[src/delta_frame_patch_decoder_core_assert.svh]
// Assertion macros for the frame patch decoder.
// Included by the top level; needs clock and reset in scope.
`ifndef DELTA_FRAME_PATCH_DECODER_CORE_ASSERT_SVH
`define DELTA_FRAME_PATCH_DECODER_CORE_ASSERT_SVH
// implication checked at every clock edge outside reset
`define DFPD_ASSERT(lbl, ante, cons) \
   lbl: assert property (@(posedge clock) disable iff (reset) (ante) |-> (cons)) \
      else $error("dfpd check failed");
// implication checked in the following cycle
`define DFPD_ASSERT_NEXT(lbl, ante, cons) \
   lbl: assert property (@(posedge clock) disable iff (reset) (ante) |=> (cons)) \
      else $error("dfpd check failed");
`endif

[src/dfpd_pkg.sv]
// Package for the frame patch decoder: sizes, codes and the result record.
// No dependencies.
package dfpd_pkg;
   localparam int LIST_BYTES = 1048576;
   localparam int PAGE_BYTES = 4096;
   localparam int LIST_AW    = $clog2(LIST_BYTES);
   localparam int PAGE_AW    = $clog2(PAGE_BYTES);
   localparam logic [31:0] END_MARK = 32'hFFFF_FFFF;
   localparam logic [32:0] MAIN_BOUND  = 33'(16 * 1024 * 1024);
   localparam logic [32:0] AUDIO_BOUND = 33'(2 * 1024 * 1024);
   localparam logic [32:0] ADDR_LIMIT  = 33'(16 * 1024 * 1024);

   localparam logic [1:0] KIND_WRITE  = 2'd0;
   localparam logic [1:0] KIND_SNAP   = 2'd1;
   localparam logic [1:0] KIND_STATUS = 2'd2;

   localparam logic [1:0] ST_DECODED   = 2'd0;
   localparam logic [1:0] ST_SKIPPED   = 2'd1;
   localparam logic [1:0] ST_TRUNCATED = 2'd2;
   localparam logic [1:0] ST_OVERSIZE  = 2'd3;

   localparam logic REG_VIDEO = 1'b0;
   localparam logic REG_REGS  = 1'b1;

   typedef struct packed {
      logic [7:0] data_byte;
      logic       frame_last;
   } req_type;

   typedef struct packed {
      logic [1:0]  kind;
      logic [1:0]  region;
      logic [23:0] address;
      logic [31:0] value;
      logic [3:0]  word_index;
      logic [1:0]  status_code;
      logic        checksum_ok;
      logic        video_dirty;
      logic [20:0] list_size;
      logic        out_last;
   } rsp_type;
endpackage

[src/dfpd_out_queue.sv]
// Two-entry result queue between the parser and the rsp channel.
// Depends on dfpd_pkg.
module dfpd_out_queue (
   input  logic             clock,
   input  logic             reset,
   input  logic             push,
   input  dfpd_pkg::rsp_type push_data,
   output logic [1:0]       count,
   output logic             out_valid,
   input  logic             out_ready,
   output dfpd_pkg::rsp_type out_data
);
   import dfpd_pkg::*;
   rsp_type    slot_ff [2];
   logic       rd_ff, rd_in, wr_ff, wr_in;
   logic [1:0] count_ff, count_in;
   logic       pop;

   assign pop       = out_ready && (count_ff != 2'd0);
   assign out_valid = count_ff != 2'd0;
   assign out_data  = slot_ff[rd_ff];
   assign count     = count_ff;

   always_comb begin
      rd_in    = pop ? ~rd_ff : rd_ff;
      wr_in    = push ? ~wr_ff : wr_ff;
      count_in = count_ff + {1'b0, push} - {1'b0, pop};
   end

   // pointers and fill level
   always_ff @(posedge clock) begin
      if (reset) begin
         rd_ff <= 1'b0; wr_ff <= 1'b0; count_ff <= 2'd0;
      end else begin
         rd_ff <= rd_in; wr_ff <= wr_in; count_ff <= count_in;
      end
   end

   // storage
   always_ff @(posedge clock) begin
      if (push) slot_ff[wr_ff] <= push_data;
   end
endmodule

[config.mk]
export PLATFORM = sky130hd
export DESIGN_NAME = dfpd_out_queue
export DESIGN_NICKNAME = d
export VERILOG_FILES = /design/src/delta_frame_patch_decoder_core_assert.svh /design/src/dfpd_pkg.sv /design/src/dfpd_out_queue.sv
export SDC_FILE = /design/constraint.sdc
export NUM_CORES = 1
export LEC_CHECK = 0
export BUFFER_PORTS_ARGS = -buffer_cell sky130_fd_sc_hd__buf_2
export CAP_MARGIN = 20
export CORE_MARGIN = 4
export CORE_UTILIZATION = 55
export CTS_BUF_LIST = sky130_fd_sc_hd__clkbuf_2
export CTS_CLUSTER_DIAMETER = 50
export DETAILED_ROUTE_END_ITERATION = 7
export GPL_TIMING_DRIVEN = 0
export PLACE_DENSITY = 0.83
export SYNTH_ARGS = -nofsm -noshare
export SYNTH_HDL_FRONTEND = slang
export SYNTH_SLANG_ARGS = --single-unit
[constraint.sdc]
create_clock -name clock -period 5.4 [get_ports clock]
set_input_delay 0.27 -clock clock [delete_from_list [all_inputs] [get_ports clock]]
set_output_delay 0.27 -clock clock [all_outputs]
set_load 0.1 [all_outputs]
==> metrics.txt <==
# TYPE chip_impl_metric gauge
chip_impl_info{name="status",value="finished, final reports clean"} 1
chip_impl_info{name="series_of_cell_instances_along_the_critical_path",value="buf_6, buf_12, mux2_4, buf_2"} 1
chip_impl_metric{name="avgSynthCellArea",unit="sq um"} 23.8
chip_impl_info{name="netlist_top_cells_area",value="sky130_fd_sc_hd__edfxtp_1, sky130_fd_sc_hd__mux2_4, sky130_fd_sc_hd__buf_12, sky130_fd_sc_hd__dfxtp_1, sky130_fd_sc_hd__ha_1"} 1
chip_impl_metric{name="floorplan.initialDensity",unit="%"} 56.5
chip_impl_metric{name="wl_per_cell",unit="um"} 18.3
chip_impl_metric{name="p_comb_share",unit="%"} 47.6
chip_impl_metric{name="clock_latency",unit="ps"} 700
chip_impl_metric{name="worst-path-max-fanout",unit=""} 10
chip_impl_metric{name="multiInputGateArea",unit="sq um"} 1490
chip_impl_metric{name="synth.yosys.seq_area_share",unit="%"} 76.6
chip_impl_metric{name="max-slew-margin-rel",unit="%"} 51.3
chip_impl_metric{name="share_of_synthesized_registers_carrying_an_async_set_or_reset",unit="%"} 0
chip_impl_metric{name="postSynthCellCount",unit=""} 302
chip_impl_metric{name="final_min_period_over_clock_period",unit="%"} 43.8
chip_impl_metric{name="drv_slew",unit=""} 0
chip_impl_metric{name="placeableCoreArea",unit="sq um"} 12700
chip_impl_metric{name="seq_power_share",unit="%"} 39.6
chip_impl_metric{name="critical_path_arrival",unit="ps"} 2090
chip_impl_metric{name="cts.path.max_buffers",unit=""} 2
chip_impl_info{name="hold_class",value="in -> reg"} 1
chip_impl_metric{name="drt-total-wl",unit="um"} 14400
chip_impl_metric{name="timing.critical_path.required",unit="ps"} 5130
chip_impl_metric{name="synth_edf_count",unit=""} 180
chip_impl_metric{name="finalWorstPathRequiredPeriod",unit="ps"} 2360
chip_impl_metric{name="place_inst",unit=""} 664
chip_impl_info{name="synth.most_common_cell",value="sky130_fd_sc_hd__edfxtp_1"} 1
chip_impl_metric{name="clkSinkCount",unit=""} 185
chip_impl_metric{name="report.final.setup_viol",unit=""} 0
chip_impl_metric{name="clock_skew",unit="ps"} 24.4
chip_impl_metric{name="static-leakage-power",unit="nW"} 3.82
chip_impl_metric{name="ff_latch_area",unit="sq um"} 5510
chip_impl_metric{name="switchingPower",unit="mW"} 1.98
chip_impl_metric{name="grtUsageTotal",unit="%"} 19.9
chip_impl_metric{name="detail_route.iter0.violations",unit=""} 203
chip_impl_metric{name="internal_dissipation",unit="mW"} 2.35
chip_impl_metric{name="ff2ff_path_depth",unit=""} 3
chip_impl_metric{name="distinct_cells_synth",unit=""} 15
chip_impl_metric{name="hold_path_depth",unit=""} 2
chip_impl_metric{name="grt_antenna_before_repair",unit=""} 1
chip_impl_metric{name="synth.net_count",unit=""} 398
chip_impl_metric{name="core.rowCount",unit=""} 41
chip_impl_metric{name="fin_cells",unit=""} 790
chip_impl_metric{name="via_per_inst",unit=""} 4.87
chip_impl_info{name="clk_root_buffer_cell",value="sky130_fd_sc_hd__clkbuf_2"} 1
chip_impl_metric{name="power.density_cell_area",unit="nW/um^2"} 454
chip_impl_info{name="cts_tree",value="yes"} 1
chip_impl_metric{name="filler_cell_count",unit=""} 756
chip_impl_metric{name="numCtsBuffers",unit=""} 17
chip_impl_metric{name="power.clock.fraction",unit="%"} 12.8
chip_impl_info{name="synthTopCellsByCount",value="sky130_fd_sc_hd__edfxtp_1, sky130_fd_sc_hd__mux2_4, sky130_fd_sc_hd__buf_12"} 1
chip_impl_metric{name="sum_of_negative_setup_slack",unit="ps"} 0
chip_impl_metric{name="timing.max_cap.violations",unit=""} 0
chip_impl_metric{name="placement.io_buffers",unit=""} 186
chip_impl_metric{name="pin_count_of_the_biggest_net_entering_global_routing",unit=""} 47
chip_impl_info{name="crit_slowest_cell",value="sky130_fd_sc_hd__dfxtp_1"} 1
chip_impl_metric{name="drc",unit=""} 0
chip_impl_metric{name="max_freq",unit="GHz"} 0.423
chip_impl_metric{name="num-nets-final",unit=""} 701
chip_impl_info{name="crit_path_start_kind",value="flip-flop"} 1
chip_impl_info{name="synth_largest_area_cell",value="sky130_fd_sc_hd__edfxtp_1"} 1
chip_impl_metric{name="fp.dieArea",unit="sq um"} 15000
chip_impl_metric{name="final_util",unit="%"} 75.2
chip_impl_info{name="end_kind",value="primary output"} 1
chip_impl_metric{name="cp_slowest_stage_delay",unit="ps"} 370
chip_impl_metric{name="ctsResizeCount",unit=""} 0
chip_impl_metric{name="worst-slew-pin-transition",unit="ps"} 729
chip_impl_metric{name="global_route.overflow_total",unit=""} 0
chip_impl_metric{name="first_pass_iters",unit=""} 4
chip_impl_metric{name="cts.clk_slew.worst_paths",unit="ps"} 250
chip_impl_metric{name="final_design_area_no_fill",unit="sq um"} 9560
chip_impl_metric{name="place_congestion",unit=""} 0.682
chip_impl_metric{name="boundary_pins",unit=""} 187
chip_impl_info{name="worstSetupPathType",value="reg -> out"} 1
chip_impl_metric{name="drive_above_1_share",unit="%"} 52.5
chip_impl_metric{name="dr_total_vias",unit=""} 3847
chip_impl_metric{name="number_of_global_route_vias_before_repair",unit=""} 4198
chip_impl_metric{name="post-synth-top-area-fraction",unit="%"} 75.2
chip_impl_metric{name="postRouteAntennaNets",unit=""} 0
chip_impl_info{name="synth_top_flop_cell",value="sky130_fd_sc_hd__edfxtp_1"} 1
chip_impl_metric{name="yosys_warnings",unit=""} 0
chip_impl_metric{name="cts.htree.levels",unit=""} 4
chip_impl_metric{name="swShare",unit="%"} 45.7
chip_impl_metric{name="place_hpwl",unit="um"} 8700
chip_impl_metric{name="die_ht",unit="um"} 122
chip_impl_metric{name="placed_area",unit="sq um"} 8440
chip_impl_metric{name="synth-seq-cells",unit=""} 185
chip_impl_info{name="grt_setup_unrepaired",value="no"} 1
chip_impl_metric{name="hold_viol",unit=""} 0
chip_impl_metric{name="grt_first_pass_wirelength",unit="um"} 21800
chip_impl_metric{name="area_growth",unit="%"} 33.1
chip_impl_metric{name="synthesis.area",unit="sq um"} 7180
chip_impl_metric{name="power.ir.vdd_worst",unit="mV"} 0.640
chip_impl_metric{name="die_x",unit="um"} 122
chip_impl_metric{name="timing.hold.ws",unit="ps"} 269
## final cells by class
type	instances	share of cell area [%]
diodes	1	0.0262
plain buffers	10	2.00
clock buffers	19	0.995
clock inverters	12	0.837
inverters	2	0.0785
multi-input cells	105	15.6
flip-flops and latches	185	57.6
well taps	172	2.25
repair buffers	284	20.6
## worst max-delay path, delay by kind of cell (launching register included)
family | cells | cell delay [ps]
mux | 1 | 320
flops | 1 | 370
buf+inv | 3 | 710
## cells in the final DEF (no fill, tap or decap), types with 3 or more instances in the layout
master | synthesis | routed
sky130_fd_sc_hd__buf_12 | 9 | 10
sky130_fd_sc_hd__edfxtp_1 | 180 | 180
sky130_fd_sc_hd__dfxtp_1 | 5 | 5
sky130_fd_sc_hd__clkbuf_2 | 0 | 19
sky130_fd_sc_hd__buf_2 | 0 | 186
sky130_fd_sc_hd__dlygate4sd3_1 | 0 | 94
sky130_fd_sc_hd__clkinvlp_4 | 0 | 3
sky130_fd_sc_hd__mux2_4 | 90 | 90
sky130_fd_sc_hd__clkinv_4 | 0 | 3
sky130_fd_sc_hd__clkinv_2 | 0 | 3
sky130_fd_sc_hd__nor2_1 | 3 | 3
sky130_fd_sc_hd__buf_16 | 0 | 3
## flip-flops by register name, indices dropped and copies added, names as in the netlist, named ones only
register,flops
rd_ff,1
count,2
slot_ff,180
wr_ff,1
## what timing repair did
item	in CTS	in global routing
hold buffers	94	0
endpoints found under the hold margin	185	0
buffers inserted	0	0
## stage by stage
| stage | setup WS [ps] | total power, mW |
|---|---|---|
| 5_1_grt | 2850 | 4.49 |
| 4_1_cts | 2920 | 4.35 |
| 6_report | 3040 | 4.34 |
| 3_5_place_dp | 3540 | 3.75 |
| 3_3_place_gp | -1520 | 3.73 |
| 2_1_floorplan | 534 | 3.49 |
## logic make-up after synthesis
logic type / after synthesis / share of synthesized area [%]
AOI/OAI and AO/OA: 1 / 0.105
xor gates and xnor gates: 2 / 0.435
adders and majority gates: 2 / 0.348
buffers and inverters: 12 / 2.77
DFF: 185 / 76.6
muxes: 92 / 19.1
and+or+nand+nor: 8 / 0.592
## power groups by stage
stage / clock network, mW / logic, mW / registers, mW
after floorplan: 0 / 1.70 / 1.80
after global placement: 0 / 1.97 / 1.75
after detailed placement: 0 / 2.01 / 1.75
after CTS: 0.574 / 2.06 / 1.71
after global routing: 0.647 / 2.12 / 1.72
final: 0.557 / 2.06 / 1.72
## per-layer routing
metal / routed length [um] / vias up / share of wire (%) / GRT usage (%)
met2: 7990 / 137 / 55 / 37.4
met5: 0 / - / 0 / 0
met3: 783 / 21 / 5.4 / 5.16
met1: 5370 / 1889 / 37 / 21.3
li1: - / 1800 / - / -
met4: 283 / 0 / 2.0 / 7.84
## worst paths after layout
kind                     to           from  slack, ps
max            out_data[54]      flip-flop       3040
max reg2reg  slot_ff[0][17]          wr_ff       3640
min reg2reg           rd_ff          rd_ff        640
min          slot_ff[0][23]  push_data[23]        270
No activity file was read; power rests on OpenSTA's default activity.
